### src/rtl/abld_pkg.sv
package abld_pkg;

	localparam int NUM_SCALES_DEF      = 3;
	localparam int SIZES_PER_SCALE_DEF = 2;
	localparam int MAX_ANCHORS_DEF     = 32768;

	localparam logic [2:0] PART_BOX  = 3'd0;
	localparam logic [2:0] PART_LAST = 3'd5;

	localparam logic [2:0] REG_SCORE_THRESHOLD = 3'd0;
	localparam logic [2:0] REG_NET_WIDTH       = 3'd1;
	localparam logic [2:0] REG_NET_HEIGHT      = 3'd2;
	localparam logic [2:0] REG_SCALE_X         = 3'd3;
	localparam logic [2:0] REG_SCALE_Y         = 3'd4;
	localparam logic [2:0] REG_CENTER_VARIANCE = 3'd5;
	localparam logic [2:0] REG_SIZE_VARIANCE   = 3'd6;
	localparam logic [2:0] REG_BOX_LIMIT       = 3'd7;

	localparam logic [15:0] RST_SCORE_THRESHOLD = 16'd32768;
	localparam logic [10:0] RST_NET_SIZE        = 11'd640;
	localparam logic [15:0] RST_SCALE           = 16'd256;
	localparam logic [15:0] RST_CENTER_VARIANCE = 16'd6554;
	localparam logic [15:0] RST_SIZE_VARIANCE   = 16'd13107;
	localparam logic [14:0] RST_BOX_LIMIT       = 15'd5000;

	localparam logic [16:0] LOG2E_Q16 = 17'd94548;
	localparam logic [16:0] EXP_C1    = 17'd45600;
	localparam logic [16:0] EXP_C2    = 17'd14752;
	localparam logic [16:0] EXP_C3    = 17'd5184;
	localparam logic [16:0] EXP_ONE   = 17'd65536;

	localparam logic signed [41:0] COORD_MAX = 42'sd131071;
	localparam logic signed [41:0] COORD_MIN = -42'sd131072;

	// anchor grid length along one axis: ceil(net / step), net clamped to [8,1024]
	function automatic logic [8:0] grid_len(logic [10:0] net, logic [1:0] level);
		logic [11:0] n;
		logic [11:0] sum;
		n = {1'b0, net};
		if (n < 12'd8)
			n = 12'd8;
		if (n > 12'd1024)
			n = 12'd1024;
		sum = n + (12'd8 << level) - 12'd1;
		grid_len = 9'(sum >> (3'd3 + {1'b0, level}));
	endfunction

	// additive constant of each Horner round of the 2^f polynomial
	function automatic logic [16:0] poly_const(logic [1:0] round);
		case (round)
			2'd0:    poly_const = EXP_C2;
			2'd1:    poly_const = EXP_C1;
			default: poly_const = EXP_ONE;
		endcase
	endfunction

	// prior size times 2^n times polynomial, Q.16, right shift rounds half up
	function automatic logic [47:0] grow_size(logic [16:0] p, logic signed [7:0] n,
		logic [3:0] k);
		logic [47:0] v;
		logic [7:0]  neg;
		logic [5:0]  s;
		v = 48'(p) << k;
		neg = 8'(-n);
		s = neg[5:0];
		if (!n[7])
			grow_size = v << n[5:0];
		else
			grow_size = (v + (48'd1 << (s - 6'd1))) >> s;
	endfunction

endpackage

### src/rtl/anchor_box_landmark_decoder.sv
// Prior-box and landmark decoder for a three-level face detector.
// Input channel (in_valid/in_stall): six transactions per anchor, a box beat
// (beat_part 0: confidence, dx, dy, dw, dh) then landmark beats 1 to 5.
// A beat out of the expected order is taken and dropped without effect.
// Output channel (out_valid/out_stall): a kept anchor yields one transaction
// per beat: box corners first, then five landmark points, the fifth marked
// by anchor_last. Coordinates are image pixels in Q13.4, saturated.
// Timing: every multiplication uses one shared 24x17 multiplier under a step
// sequencer. Kept box beats run the center, log, exponent, polynomial, size,
// sum and pixel steps, kept landmark beats center, sum and pixel; beats with
// no result keep the FSM idle. in_stall is high while a transaction is in work.
// A finished result waits in the output register while out_stall is high;
// the next beat is accepted meanwhile and its work stops before the output
// load until the register frees.
// Configuration writes (cfg_we) take effect at once; write only while idle.
// Reset restores register defaults and starts a new frame at anchor zero.
module anchor_box_landmark_decoder import abld_pkg::*; #(
	parameter int NUM_SCALES      = NUM_SCALES_DEF,
	parameter int SIZES_PER_SCALE = SIZES_PER_SCALE_DEF,
	parameter int MAX_ANCHORS     = MAX_ANCHORS_DEF
) (
	input  logic               clk,
	input  logic               arst_n,
	input  logic               in_valid,
	output logic               in_stall,
	input  logic [2:0]         beat_part,
	input  logic [15:0]        confidence,
	input  logic signed [15:0] delta_a,
	input  logic signed [15:0] delta_b,
	input  logic signed [15:0] delta_c,
	input  logic signed [15:0] delta_d,
	output logic               out_valid,
	input  logic               out_stall,
	output logic [2:0]         out_part,
	output logic [14:0]        anchor_number,
	output logic signed [17:0] coord_x1,
	output logic signed [17:0] coord_y1,
	output logic signed [17:0] coord_x2,
	output logic signed [17:0] coord_y2,
	output logic [15:0]        box_score,
	output logic               anchor_last,
	input  logic               cfg_we,
	input  logic [2:0]         cfg_index,
	input  logic [15:0]        cfg_data
);

	localparam int AW = $clog2(MAX_ANCHORS + 1);

	typedef enum logic [3:0] {
		S_IDLE, S_CTR, S_LOGA, S_LOGT, S_POLY, S_SIZE, S_SUM, S_PIX, S_OUT
	} state_t;

	// configuration
	logic [15:0] thr_q, sclx_q, scly_q, cvar_q, svar_q;
	logic [10:0] netw_q, neth_q;
	logic [14:0] limit_q;

	// anchor walker
	logic [AW-1:0] anchor_q;
	logic [1:0]    level_q, size_q;
	logic [7:0]    row_q, col_q;
	logic          kept_q;
	logic [15:0]   kcount_q;
	logic [2:0]    expect_q;
	logic [15:0]   score_q;

	// sequencer
	state_t     state_q;
	logic [2:0] cnt_q;
	logic       out_valid_q;

	// job and datapath
	logic [2:0]         part_q;
	logic [14:0]        num_q;
	logic [1:0]         jlvl_q, jsize_q;
	logic [7:0]         jrow_q, jcol_q;
	logic signed [15:0] da_q, db_q, dc_q, dd_q;
	logic signed [35:0] px_q, py_q;
	logic signed [20:0] aw_q, ah_q;
	logic signed [7:0]  nw_q, nh_q;
	logic [15:0]        fw_q, fh_q;
	logic [16:0]        pw_q, ph_q;
	logic [47:0]        w_q, h_q;
	logic [47:0]        qc_q [4];
	logic signed [40:0] acc_q;
	logic [17:0]        res_q [4];
	logic [2:0]         opart_q;
	logic [14:0]        onum_q;
	logic [17:0]        ox1_q, oy1_q, ox2_q, oy2_q;
	logic [15:0]        oscore_q;
	logic               olast_q;

	logic               in_acc, match, keep, emit;
	logic [AW-1:0]      anc_inc, nxt_anchor;
	logic [8:0]         col_inc, row_inc;
	logic [2:0]         lvl_inc, sz_inc;
	logic [1:0]         nxt_level, nxt_size;
	logic [7:0]         nxt_row, nxt_col;
	logic               frame_end;

	logic signed [23:0] mul_a;
	logic [16:0]        mul_b;
	logic signed [41:0] prod;
	logic [3:0]         jk;
	logic [1:0]         pidx;
	logic               pix_last;
	logic signed [55:0] off_full, off_sh;
	logic [35:0]        cbase;
	logic signed [41:0] r12, r16;
	logic [38:0]        lo_rnd;
	logic signed [41:0] pixv;
	logic [17:0]        pix_sat;
	logic [47:0]        px2, py2;

	assign in_stall = (state_q != S_IDLE);
	assign in_acc   = in_valid && !in_stall;
	assign match    = (beat_part == expect_q);
	assign keep     = (kcount_q <= {1'b0, limit_q}) && (confidence >= thr_q);
	assign emit     = match && ((beat_part == PART_BOX) ? keep : kept_q);

	// walker step at the end of an anchor
	always_comb begin
		anc_inc    = anchor_q + 1'b1;
		sz_inc     = {1'b0, size_q} + 3'd1;
		col_inc    = {1'b0, col_q} + 9'd1;
		row_inc    = {1'b0, row_q} + 9'd1;
		lvl_inc    = {1'b0, level_q} + 3'd1;
		nxt_anchor = anc_inc;
		nxt_size   = size_q;
		nxt_col    = col_q;
		nxt_row    = row_q;
		nxt_level  = level_q;
		frame_end  = 1'b0;
		if (anc_inc >= AW'(MAX_ANCHORS)) begin
			frame_end = 1'b1;
		end else if (sz_inc < 3'(SIZES_PER_SCALE)) begin
			nxt_size = sz_inc[1:0];
		end else begin
			nxt_size = 2'd0;
			if (col_inc < grid_len(netw_q, level_q)) begin
				nxt_col = col_inc[7:0];
			end else begin
				nxt_col = 8'd0;
				if (row_inc < grid_len(neth_q, level_q)) begin
					nxt_row = row_inc[7:0];
				end else begin
					nxt_row = 8'd0;
					if (lvl_inc < 3'(NUM_SCALES))
						nxt_level = lvl_inc[1:0];
					else
						frame_end = 1'b1;
				end
			end
		end
		if (frame_end) begin
			nxt_anchor = '0;
			nxt_size   = 2'd0;
			nxt_col    = 8'd0;
			nxt_row    = 8'd0;
			nxt_level  = 2'd0;
		end
	end

	// shared multiplier operand select
	assign pidx     = cnt_q[2:1];
	assign pix_last = (part_q == PART_BOX) ? (cnt_q == 3'd7) : (cnt_q == 3'd3);

	always_comb begin
		mul_a = '0;
		mul_b = '0;
		case (state_q)
			S_CTR: begin
				mul_a = 24'(cnt_q[0] ? db_q : da_q);
				mul_b = {1'b0, cvar_q};
			end
			S_LOGA: begin
				mul_a = 24'(cnt_q[0] ? dd_q : dc_q);
				mul_b = {1'b0, svar_q};
			end
			S_LOGT: begin
				mul_a = 24'(cnt_q[0] ? ah_q : aw_q);
				mul_b = LOG2E_Q16;
			end
			S_POLY: begin
				mul_a = {7'd0, (cnt_q[0] ? ph_q : pw_q)};
				mul_b = {1'b0, (cnt_q[0] ? fh_q : fw_q)};
			end
			S_PIX: begin
				if (cnt_q[0])
					mul_a = {3'd0, qc_q[pidx][20:0]};
				else
					mul_a = qc_q[pidx][44:21];
				mul_b = {1'b0, (pidx[0] ? scly_q : sclx_q)};
			end
			default: begin
				mul_a = '0;
				mul_b = '0;
			end
		endcase
	end

	assign prod = mul_a * $signed({1'b0, mul_b});

	// post-processing of the product
	always_comb begin
		jk       = 4'd4 + {1'b0, jlvl_q, 1'b0} + {2'd0, jsize_q};
		off_full = {{14{prod[41]}}, prod} <<< jk;
		off_sh   = (off_full + 56'sd2048) >>> 12;
		cbase    = 36'({(cnt_q[0] ? jrow_q : jcol_q), 1'b1}) << (5'd18 + {3'd0, jlvl_q});
		r12      = (prod + 42'sd2048) >>> 12;
		r16      = (prod + 42'sd32768) >>> 16;
		lo_rnd   = {1'b0, prod[37:0]} + 39'h100000;
		pixv     = {{1{acc_q[40]}}, acc_q} + $signed({24'd0, lo_rnd[38:21]});
		if (pixv > COORD_MAX)
			pix_sat = 18'h1FFFF;
		else if (pixv < COORD_MIN)
			pix_sat = 18'h20000;
		else
			pix_sat = pixv[17:0];
		px2 = {{11{px_q[35]}}, px_q, 1'b0};
		py2 = {{11{py_q[35]}}, py_q, 1'b0};
	end

	// configuration registers
	always_ff @(posedge clk or negedge arst_n) begin
		if (!arst_n) begin
			thr_q   <= RST_SCORE_THRESHOLD;
			netw_q  <= RST_NET_SIZE;
			neth_q  <= RST_NET_SIZE;
			sclx_q  <= RST_SCALE;
			scly_q  <= RST_SCALE;
			cvar_q  <= RST_CENTER_VARIANCE;
			svar_q  <= RST_SIZE_VARIANCE;
			limit_q <= RST_BOX_LIMIT;
		end else if (cfg_we) begin
			unique case (cfg_index)
				REG_SCORE_THRESHOLD: thr_q   <= cfg_data;
				REG_NET_WIDTH:       netw_q  <= cfg_data[10:0];
				REG_NET_HEIGHT:      neth_q  <= cfg_data[10:0];
				REG_SCALE_X:         sclx_q  <= cfg_data;
				REG_SCALE_Y:         scly_q  <= cfg_data;
				REG_CENTER_VARIANCE: cvar_q  <= cfg_data;
				REG_SIZE_VARIANCE:   svar_q  <= cfg_data;
				REG_BOX_LIMIT:       limit_q <= cfg_data[14:0];
				default:             thr_q   <= thr_q;
			endcase
		end
	end

	// sequencer, walker and output valid
	always_ff @(posedge clk or negedge arst_n) begin
		if (!arst_n) begin
			state_q     <= S_IDLE;
			cnt_q       <= 3'd0;
			out_valid_q <= 1'b0;
			anchor_q    <= '0;
			level_q     <= 2'd0;
			row_q       <= 8'd0;
			col_q       <= 8'd0;
			size_q      <= 2'd0;
			kept_q      <= 1'b0;
			kcount_q    <= 16'd0;
			expect_q    <= PART_BOX;
			score_q     <= 16'd0;
		end else begin
			if (state_q == S_OUT && (!out_valid_q || !out_stall))
				out_valid_q <= 1'b1;
			else if (!out_stall)
				out_valid_q <= 1'b0;
			unique case (state_q)
				S_IDLE: begin
					if (in_acc && match) begin
						if (beat_part == PART_BOX) begin
							kept_q   <= keep;
							expect_q <= 3'd1;
							if (keep) begin
								kcount_q <= kcount_q + 16'd1;
								score_q  <= confidence;
							end
						end else if (beat_part == PART_LAST) begin
							expect_q <= PART_BOX;
							kept_q   <= 1'b0;
							anchor_q <= nxt_anchor;
							level_q  <= nxt_level;
							row_q    <= nxt_row;
							col_q    <= nxt_col;
							size_q   <= nxt_size;
							if (frame_end)
								kcount_q <= 16'd0;
						end else begin
							expect_q <= beat_part + 3'd1;
						end
						if (emit) begin
							state_q <= S_CTR;
							cnt_q   <= 3'd0;
						end
					end
				end
				S_CTR: begin
					if (cnt_q[0]) begin
						cnt_q   <= 3'd0;
						state_q <= (part_q == PART_BOX) ? S_LOGA : S_SUM;
					end else begin
						cnt_q <= 3'd1;
					end
				end
				S_LOGA: begin
					if (cnt_q[0]) begin
						cnt_q   <= 3'd0;
						state_q <= S_LOGT;
					end else begin
						cnt_q <= 3'd1;
					end
				end
				S_LOGT: begin
					if (cnt_q[0]) begin
						cnt_q   <= 3'd0;
						state_q <= S_POLY;
					end else begin
						cnt_q <= 3'd1;
					end
				end
				S_POLY: begin
					if (cnt_q == 3'd5) begin
						cnt_q   <= 3'd0;
						state_q <= S_SIZE;
					end else begin
						cnt_q <= cnt_q + 3'd1;
					end
				end
				S_SIZE: state_q <= S_SUM;
				S_SUM: begin
					cnt_q   <= 3'd0;
					state_q <= S_PIX;
				end
				S_PIX: begin
					if (pix_last) begin
						cnt_q   <= 3'd0;
						state_q <= S_OUT;
					end else begin
						cnt_q <= cnt_q + 3'd1;
					end
				end
				S_OUT: begin
					// hold until the output register is free
					if (!out_valid_q || !out_stall)
						state_q <= S_IDLE;
				end
				default: state_q <= S_IDLE;
			endcase
		end
	end

	// datapath registers
	always_ff @(posedge clk) begin
		if (in_acc) begin
			part_q  <= beat_part;
			num_q   <= 15'(anchor_q);
			jlvl_q  <= level_q;
			jsize_q <= size_q;
			jrow_q  <= row_q;
			jcol_q  <= col_q;
			da_q    <= delta_a;
			db_q    <= delta_b;
			dc_q    <= delta_c;
			dd_q    <= delta_d;
		end
		case (state_q)
			S_CTR: begin
				if (cnt_q[0])
					py_q <= $signed(cbase) + off_sh[35:0];
				else
					px_q <= $signed(cbase) + off_sh[35:0];
			end
			S_LOGA: begin
				if (cnt_q[0])
					ah_q <= r12[20:0];
				else
					aw_q <= r12[20:0];
			end
			S_LOGT: begin
				if (cnt_q[0]) begin
					nh_q <= r16[23:16];
					fh_q <= r16[15:0];
					ph_q <= EXP_C3;
				end else begin
					nw_q <= r16[23:16];
					fw_q <= r16[15:0];
					pw_q <= EXP_C3;
				end
			end
			S_POLY: begin
				if (cnt_q[0])
					ph_q <= prod[32:16] + poly_const(pidx);
				else
					pw_q <= prod[32:16] + poly_const(pidx);
			end
			S_SIZE: begin
				w_q <= grow_size(pw_q, nw_q, jk);
				h_q <= grow_size(ph_q, nh_q, jk);
			end
			S_SUM: begin
				if (part_q == PART_BOX) begin
					qc_q[0] <= px2 - w_q;
					qc_q[1] <= py2 - h_q;
					qc_q[2] <= px2 + w_q;
					qc_q[3] <= py2 + h_q;
				end else begin
					qc_q[0] <= px2;
					qc_q[1] <= py2;
				end
			end
			S_PIX: begin
				if (cnt_q[0])
					res_q[pidx] <= pix_sat;
				else
					acc_q <= prod[40:0];
			end
			S_OUT: begin
				if (!out_valid_q || !out_stall) begin
					opart_q  <= part_q;
					onum_q   <= num_q;
					ox1_q    <= res_q[0];
					oy1_q    <= res_q[1];
					ox2_q    <= (part_q == PART_BOX) ? res_q[2] : 18'd0;
					oy2_q    <= (part_q == PART_BOX) ? res_q[3] : 18'd0;
					oscore_q <= score_q;
					olast_q  <= (part_q == PART_LAST);
				end
			end
			default: acc_q <= acc_q;
		endcase
	end

	assign out_valid     = out_valid_q;
	assign out_part      = opart_q;
	assign anchor_number = onum_q;
	assign coord_x1      = $signed(ox1_q);
	assign coord_y1      = $signed(oy1_q);
	assign coord_x2      = $signed(ox2_q);
	assign coord_y2      = $signed(oy2_q);
	assign box_score     = oscore_q;
	assign anchor_last   = olast_q;

endmodule

### config.mk
export PLATFORM = sky130hd
export DESIGN_NAME = anchor_box_landmark_decoder
export DESIGN_NICKNAME = d
export VERILOG_FILES = /design/src/rtl/abld_pkg.sv /design/src/rtl/anchor_box_landmark_decoder.sv
export SDC_FILE = /design/constraint.sdc
export NUM_CORES = 2
export LEC_CHECK = 0
export BUFFER_PORTS_ARGS = -buffer_cell sky130_fd_sc_hd__buf_2
export CAP_MARGIN = 15
export CORE_UTILIZATION = 55
export DETAILED_ROUTE_END_ITERATION = 6
export PLACE_DENSITY = 0.7
export SLEW_MARGIN = 15
export SYNTH_ARGS = -nofsm -noshare
export SYNTH_HDL_FRONTEND = slang
export SYNTH_SLANG_ARGS = --single-unit
### constraint.sdc
create_clock -name clk -period 16.6 [get_ports clk]
set_input_delay 0.83 -clock clk [delete_from_list [all_inputs] [get_ports clk]]
set_output_delay 0.83 -clock clk [all_outputs]
set_load 0.05 [all_outputs]
# Yosys cells after proc, flatten, opt, wreduce, memory -nomap -nowiden
# Memories as Yosys holds them, arrays and structs flattened. A register that Yosys moved wholly into a read port is not among the register bits.
# Index checks and enable logic that the tools add are counted.
# Widths: inputs -> output; s select.
# classes
add_sub_neg,34
mul,1
magnitude_cmp,13
eq_ne,39
n_shift,13
mux,102
bitwise,4
n_reduce_logical,52
# ops
op,n
$add 48x48->48,4
$mux 48,4
$mux 17,9
$mux 12,12
$pmux 24 s5,1
$mux 16,7
$pmux 17 s2,3
$mux 24,4
$shl 1x6->48 const A,2
$shl 17x4->48,2
$shl 48x6->48,2
$shr 48x6->48,2
$sub 48x48->48,2
$pmux 17 s5,1
$mux 8,10
$sshl 56x4->48,1
$add 48x13->48 const B,1
$add 41x19->42,1
$gt 42x18->1 const B,1
$lt 42x18->1 const B,1
$mul 24x18->42,1
$add 40x17->40 const B,1
$add 38x21->39 const B,1
$add 36x36->36,1
63 further kinds,184
# word_totals
ff_bits,667
ramBits,264
inputBits,107
output_inout_bits,109
word_cells,307
n_memories,2
# mem_list
name,depth,word_bits,read_ports,rd_clocked_by_memory_dff,wr,line,text
qc_q,4,48,1,0,4,anchor_box_landmark_decoder.sv:84,logic [47:0] qc_q [4];
res_q,4,18,4,4,1,anchor_box_landmark_decoder.sv:86,logic [17:0] res_q [4];

# Logic depth before layout (Yosys ltp)
# logic_depth
ltp_word,31
mapped_depth,57
ltp_nobuf,51

# Worst setup path after synthesis
# Ideal clock, no wire load.
# synth_path
path_type,reg2reg
from,register cnt_q[1]
to,memory res_q[0][7] (data pin)
setup_time_ps,263
arrival_time_ps,13557
path_slack_ps,2781
path_stages_with_launch,48
path_buffers,8
synth_period_minus_slack_ps,13819
path_cell_list,dfrtp_1 > buf_1 > clkbuf_1 > buf_1 > clkbuf_1 > mux2i_1 > o21ai_0 > nor4b_1 > clkbuf_1 > nor2_1 > fa_1 > inv_1 > fa_1 > fa_1 > fa_1 > inv_1 > fa_1 > inv_1 > (+12 left out) > nand2_1 > xnor2_1 > ha_1 > nor3_1 > a2111oi_0 > o41ai_1 > a21oi_1 > and4_1 > o31ai_1 > clkbuf_1 > nor2_1 > xor2_1 > o22ai_1 > nand4_1 > o31a_1 > clkbuf_1 > clkbuf_1 > a21o_1
# synth_via
elab_chain_len,9
word_cells_on_any_way,12
# synth_rtl
element,line,text
start: declaration,anchor_box_landmark_decoder.sv:69,logic [2:0] cnt_q;
start signal: assignment,anchor_box_landmark_decoder.sv:328,cnt_q <= cnt_q + 3'd1;
start signal: assignment,anchor_box_landmark_decoder.sv:341,cnt_q <= cnt_q + 3'd1;
$mem_v2 4x48,--,
$mux 24,anchor_box_landmark_decoder.sv:189,if (cnt_q[0])
$pmux 24 s5,anchor_box_landmark_decoder.sv:171,case (state_q)
$mul 24x18->42 (*),anchor_box_landmark_decoder.sv:202,"assign prod = mul_a * $signed({1'b0, mul_b});"
via prod[21],anchor_box_landmark_decoder.sv:103,logic signed [41:0] prod;
$add 38x21->39 (*),anchor_box_landmark_decoder.sv:212,"lo_rnd = {1'b0, prod[37:0]} + 39'h100000;"
$add 41x19->42 (*),anchor_box_landmark_decoder.sv:213,"pixv = {{1{acc_q[40]}}, acc_q} + $signed({24'd0, lo_rnd[38:21]});"
$lt 42x18->1,anchor_box_landmark_decoder.sv:216,else if (pixv < COORD_MIN)
$mux 18,anchor_box_landmark_decoder.sv:216,
$mux 18 (*),anchor_box_landmark_decoder.sv:214,if (pixv > COORD_MAX)
via pix_sat[7],anchor_box_landmark_decoder.sv:112,logic [17:0] pix_sat;
end: declaration,anchor_box_landmark_decoder.sv:86,
# Mark *: on every way through the listed nets, which the timed path passes. The rest lies on a longest branch.

# Final worst setup path
# layout_path
from,register state_q[3]
to,register py_q[35] (data pin)
# layout_via
elab_chain_len,6
word_cells_on_any_way,11
# layout_rtl
element,line,text
start: declaration,anchor_box_landmark_decoder.sv:68,state_t state_q;
start signal: assignment,anchor_box_landmark_decoder.sv:302,state_q <= (part_q == PART_BOX) ? S_LOGA : S_SUM;
"$eq 4x3->1, or another cell as far along",anchor_box_landmark_decoder.sv:171,
$pmux 24 s5 / $pmux 17 s5 (equally long branches),anchor_box_landmark_decoder.sv:171,
$mul 24x18->42 (*),anchor_box_landmark_decoder.sv:202,
$sshl 56x4->48 (*),anchor_box_landmark_decoder.sv:207,"off_full = {{14{prod[41]}}, prod} <<< jk;"
$add 48x13->48 (*),anchor_box_landmark_decoder.sv:208,off_sh = (off_full + 56'sd2048) >>> 12;
$add 36x36->36 (*),anchor_box_landmark_decoder.sv:371,py_q <= $signed(cbase) + off_sh[35:0];
end signal: assignment,anchor_box_landmark_decoder.sv:371,
end: declaration,anchor_box_landmark_decoder.sv:78,"logic signed [35:0] px_q, py_q;"
# Every way passes the cells marked *; elsewhere a longest branch is shown, timed or not.
# A chain may end at the register's enable or synchronous reset.

==> report_table.html <==
<table>
<tr><th>Metric</th><th>Value</th></tr>
<tr><th colspan="2">Status</th></tr>
<tr><td>Result of the run</td><td>complete, but fails checks</td></tr>
<tr><td>Violated checks</td><td>design-rule violations</td></tr>
<tr><th colspan="2">Place</th></tr>
<tr><td>Detailed-placement wirelength estimate</td><td>259.6 mm</td></tr>
<tr><td>Final Wtd Congestion</td><td>roughly 1.1</td></tr>
<tr><td>PortBufs</td><td>roughly 220</td></tr>
<tr><th colspan="2">Synth</th></tr>
<tr><td>Share of synthesized cell area in full adder, half adder and majority cells</td><td>16.57%</td></tr>
<tr><td>Sequential share of the synthesized area</td><td>33.27%</td></tr>
<tr><td>Post-synthesis compound-gate area fraction</td><td>between 10% and 20%</td></tr>
<tr><td>Area share of and/or/nand/nor cells after synthesis</td><td>between 15 and 20%</td></tr>
<tr><td>Area share of xor/xnor cells in the synthesized design</td><td>about 4.2%</td></tr>
<tr><td>Post-synth top flop</td><td>edfxtp_1</td></tr>
<tr><td>Most area-hungry cell type in the Yosys netlist</td><td>edfxtp_1</td></tr>
<tr><td>List of most frequent post-synthesis cells</td><td>996 x nand2_1, 946 x nor2_1, 847 x inv_1</td></tr>
<tr><td>Synthesis Warnings</td><td>0</td></tr>
<tr><td>Synthesized area</td><td>between 80000 and 90000 um2</td></tr>
<tr><td>Combinational family with the most area after synthesis</td><td>adder cells</td></tr>
<tr><td>Count leader, synth</td><td>nand2_1</td></tr>
<tr><td>Largest cells by area after synthesis</td><td>edfxtp_1 27%, fa_1 9.5%, ha_1 7.0%, dfrtp_1 5.0%, nand2_1 4.4%</td></tr>
<tr><td>Share of synthesized registers carrying an async set or reset</td><td>between 20% and 30%</td></tr>
<tr><td>Number of synthesized register bits</td><td>around 980</td></tr>
<tr><td>Mean cell area of the mapped netlist</td><td>9.275 um2</td></tr>
<tr><td>Multiplexer fraction of the synthesized cell area</td><td>8.599%</td></tr>
<tr><td>Post-synthesis cell count</td><td>approximately 9300</td></tr>
<tr><td>Share of the synthesized area in the top cell type</td><td>between 20% and 30%</td></tr>
<tr><td>Number of library cell types mapped by synthesis</td><td>roughly 120</td></tr>
<tr><td>Number of enable flip-flop cells after synthesis</td><td>784</td></tr>
<tr><th colspan="2">GRT</th></tr>
<tr><td>Total global routing track utilization</td><td>about two fifths</td></tr>
<tr><td>Antenna violations before repair</td><td>11</td></tr>
<tr><td>Global-route wire length before repair</td><td>475.8 mm</td></tr>
<tr><td>Leftover overflow at the end of global routing</td><td>0</td></tr>
<tr><td>Number of global-route vias before repair</td><td>about 71000</td></tr>
<tr><td>Pin count of the biggest net entering global routing</td><td>roughly 90</td></tr>
<tr><th colspan="2">Floorplanning</th></tr>
<tr><td>Placeable core region</td><td>154400 um2</td></tr>
<tr><td>Initial core utilization</td><td>55.57%</td></tr>
<tr><td>Die Outline Area</td><td>~160000 um2</td></tr>
<tr><td>I/O pin count</td><td>between 200 and 250</td></tr>
<tr><td>Die width</td><td>about 400 um</td></tr>
<tr><td>Chip Height</td><td>397.0 um</td></tr>
<tr><td>Number of placement rows</td><td>144</td></tr>
<tr><th colspan="2">STA</th></tr>
<tr><td>Hold violation count in the final report</td><td>0</td></tr>
<tr><td>Final worst clock skew</td><td>~0.090 ns</td></tr>
<tr><td>Max frequency</td><td>approximately 0.065 GHz</td></tr>
<tr><td>Transition time at the pin with the least slew margin</td><td>~1.3 ns</td></tr>
<tr><td>Slew Limit Headroom</td><td>between 10% and 20%</td></tr>
<tr><td>Setup TNS</td><td>0 ns</td></tr>
<tr><td>Period utilization</td><td>slightly above 90%</td></tr>
<tr><td>Minimum clock period after layout</td><td>around 15 ns</td></tr>
<tr><td>Final setup violation count</td><td>0</td></tr>
<tr><td>Setup repair after global routing missed its margin</td><td>false</td></tr>
<tr><td>Final number of max-transition violations</td><td>0</td></tr>
<tr><th colspan="2">Route</th></tr>
<tr><td>Vias/cell</td><td>between 6 and 7</td></tr>
<tr><td>Count of nets left with antenna violations after detail routing</td><td>0</td></tr>
<tr><td>Detailed-route wire length per cell</td><td>between 20 and 30 um</td></tr>
<tr><td>Vias</td><td>between 70000 and 80000</td></tr>
<tr><td>Length of the first detailed-routing pass in iterations</td><td>7</td></tr>
<tr><td>Detailed router's first-iteration violation count</td><td>about 10000</td></tr>
<tr><td>DRC violations left</td><td>28</td></tr>
<tr><td>DRT Wirelength</td><td>~330 mm</td></tr>
<tr><th colspan="2">Final layout</th></tr>
<tr><td>Layout fillers</td><td>roughly 13000</td></tr>
<tr><td>Fraction of layout instances using a drive strength above 1</td><td>between 10% and 20%</td></tr>
<tr><td>Multi-input combinational cell area</td><td>between 50000 and 60000 um2</td></tr>
<tr><td>FF+latch area</td><td>between 20000 and 30000 um2</td></tr>
<tr><td>Total number of nets in the final design</td><td>roughly 10000</td></tr>
<tr><td>Area overhead of the layout relative to synthesis</td><td>7.605%</td></tr>
<tr><th colspan="2">Worst setup path</th></tr>
<tr><td>Critical path class</td><td>flop to flop</td></tr>
<tr><td>Slowest-stage cell, CP</td><td>nand2b_1</td></tr>
<tr><td>Worst-path fanout max</td><td>20</td></tr>
<tr><td>Worst Setup End Kind</td><td>flop</td></tr>
<tr><td>Depth of the most critical reg-to-reg path</td><td>46</td></tr>
<tr><td>Nature of the critical path startpoint</td><td>flop</td></tr>
<tr><td>CP arrival</td><td>15.92 ns</td></tr>
<tr><td>Max incr delay on CP</td><td>a little over 0.8 ns</td></tr>
<tr><td>Required time at the endpoint of the critical path</td><td>17.08 ns</td></tr>
<tr><th colspan="2">Clock network</th></tr>
<tr><td>Clock Root Buffer</td><td>clkbuf_16</td></tr>
<tr><td>Maximum clock insertion buffer count</td><td>3</td></tr>
<tr><td>CTS sink cnt</td><td>approximately 980</td></tr>
<tr><td>Inserted Clock Buffers</td><td>~100</td></tr>
<tr><td>Insertion delay to the later sink of the worst-skew pair</td><td>0.79 ns</td></tr>
<tr><td>Number of post-CTS setup repair buffers</td><td>0</td></tr>
<tr><td>CTS tree</td><td>built</td></tr>
<tr><td>Resized Gates After CTS</td><td>0</td></tr>
<tr><td>Count of hold-fix buffers inserted at cts</td><td>0</td></tr>
<tr><td>CTS HTree Levels</td><td>3</td></tr>
<tr><td>Clock input transition at the sequential cells of the worst setup and hold paths</td><td>roughly 0.060 ns</td></tr>
<tr><th colspan="2">Flow run</th></tr>
<tr><td>Number of violations of the max-capacitance limit</td><td>0</td></tr>
<tr><th colspan="2">Worst hold path</th></tr>
<tr><td>Worst min path class</td><td>input pin to asynchronous set/reset pin</td></tr>
</table>
## layout make-up
cell class / instances / area share [%]
antenna: 11 / 0.02981
clock buffer: 130 / 2.949
clock inverter: 60 / 0.7589
inverter: 863 / 3.519
multi-input combinational: 6898 / 56.67
sequential: 983 / 30.93
tap: 2044 / 2.770
timing repair buffer: 363 / 2.372
## worst paths after layout
kind,from,endpoint,slack [ns]
worst min-delay path,arst_n,limit_q[1]$_DFFE_PN0P_,0.11
worst min register to register,res_q[0][15]$_DFFE_PP_,coord_x1[15]$_DFFE_PP_,0.39
worst max-delay path,state_q[3]$_DFFE_PN0P_,py_q[35]$_DFFE_PP_,1.16
min in group clk,delta_d[0],dd_q[0]$_DFFE_PP_,0.23
worst max register to register,state_q[3]$_DFFE_PN0P_,py_q[35]$_DFFE_PP_,1.16
max in group asynchronous,arst_n,cnt_q[1]$_DFFE_PN0P_,14.41
## registers in the layout, summed over array words and instances, names as in the netlist, 17 cells and up
signal    count
acc_q        41
ah_q         21
aw_q         21
coord_x1     18
coord_x2     18
coord_y1     18
coord_y2     18
h_q          45
ph_q         17
pw_q         17
px_q         36
py_q         36
qc_q        180
res_q        72
w_q          45
## metrics by stage
| step | area (um2) | setup WS (ns) | utilization [%] | hold slack [ns] | instances |
|---|---|---|---|---|---|
| 6_report | 92330 | 1.155 | 59.80 | 0.1114 | 11352 |
| 5_1_grt | 92300 | 0.5033 | 59.78 | 0.1599 | 11341 |
| 4_1_cts | 92290 | 1.685 | 59.77 | 0.09330 | 11340 |
| 3_5_place_dp | 88870 | 1.673 | 57.55 | 0.4045 | 11150 |
| 3_3_place_gp | 88840 | 1.783 | 57.54 | 0.4016 | 11148 |
| 2_1_floorplan | 85820 | 2.781 | - | 0.4003 | 9255 |
## per-layer routing
| layer | global-route usage [%] | share of wire [%] |
|---|---|---|
| met5 | 0 | 0.0082 |
| met4 | 29.21 | 8.7 |
| met3 | 8.318 | 10 |
| met2 | 61.87 | 43 |
| met1 | 53.26 | 38 |
## critical path, delay by kind of cell (launching register included)
family                     cells  cell delay, ns
adders and majority gates      8            3.93
muxes                          1            0.63
buffers and inverters          6            0.63
DFF                            1            0.73
and+or+nand+nor               15            4.79
xor gates and xnor gates       2            0.74
AOI/OAI and AO/OA             14            3.63
## cell families after synthesis
family          count (synthesis)
compound gates               2041
xor+xnor                      411
fa+ha+maj                     891
buf+inv                      1374
flops                         983
mux                           596
other cells                     1
simple gates                 2954
## placed cells by master (no fill, tap or decap), drive strengths merged, types with 27 or more instances in the layout
| master | n |
|---|---|
| fa | 409 |
| nand2b | 109 |
| nor2b | 58 |
| nand3 | 169 |
| nor2 | 946 |
| a22oi | 59 |
| or3 | 53 |
| or2 | 38 |
| o22ai | 71 |
| o21ai | 455 |
| mux4 | 90 |
| nand4 | 67 |
| and3 | 60 |
| a21o | 159 |
| dfrtp | 170 |
| nor4 | 45 |
| a221oi | 27 |
| nor3 | 186 |
| o31ai | 36 |
| xnor2 | 288 |
| a221o | 29 |
| o21a | 53 |
| buf | 361 |
| clkinv | 50 |
| ha | 482 |
| mux2 | 219 |
| o21bai | 63 |
| a31oi | 57 |
| o211ai | 49 |
| edfxtp | 784 |
| a211oi | 99 |
| mux2i | 287 |
| xor2 | 123 |
| o221ai | 43 |
| nand2 | 996 |
| inv | 858 |
| dfstp | 27 |
| clkbuf | 132 |
| and2 | 124 |
| a21oi | 556 |
Power is left out: the tool's default activity adds up to more than one toggle a clock period on the data nets, which glitch-free logic cannot reach.
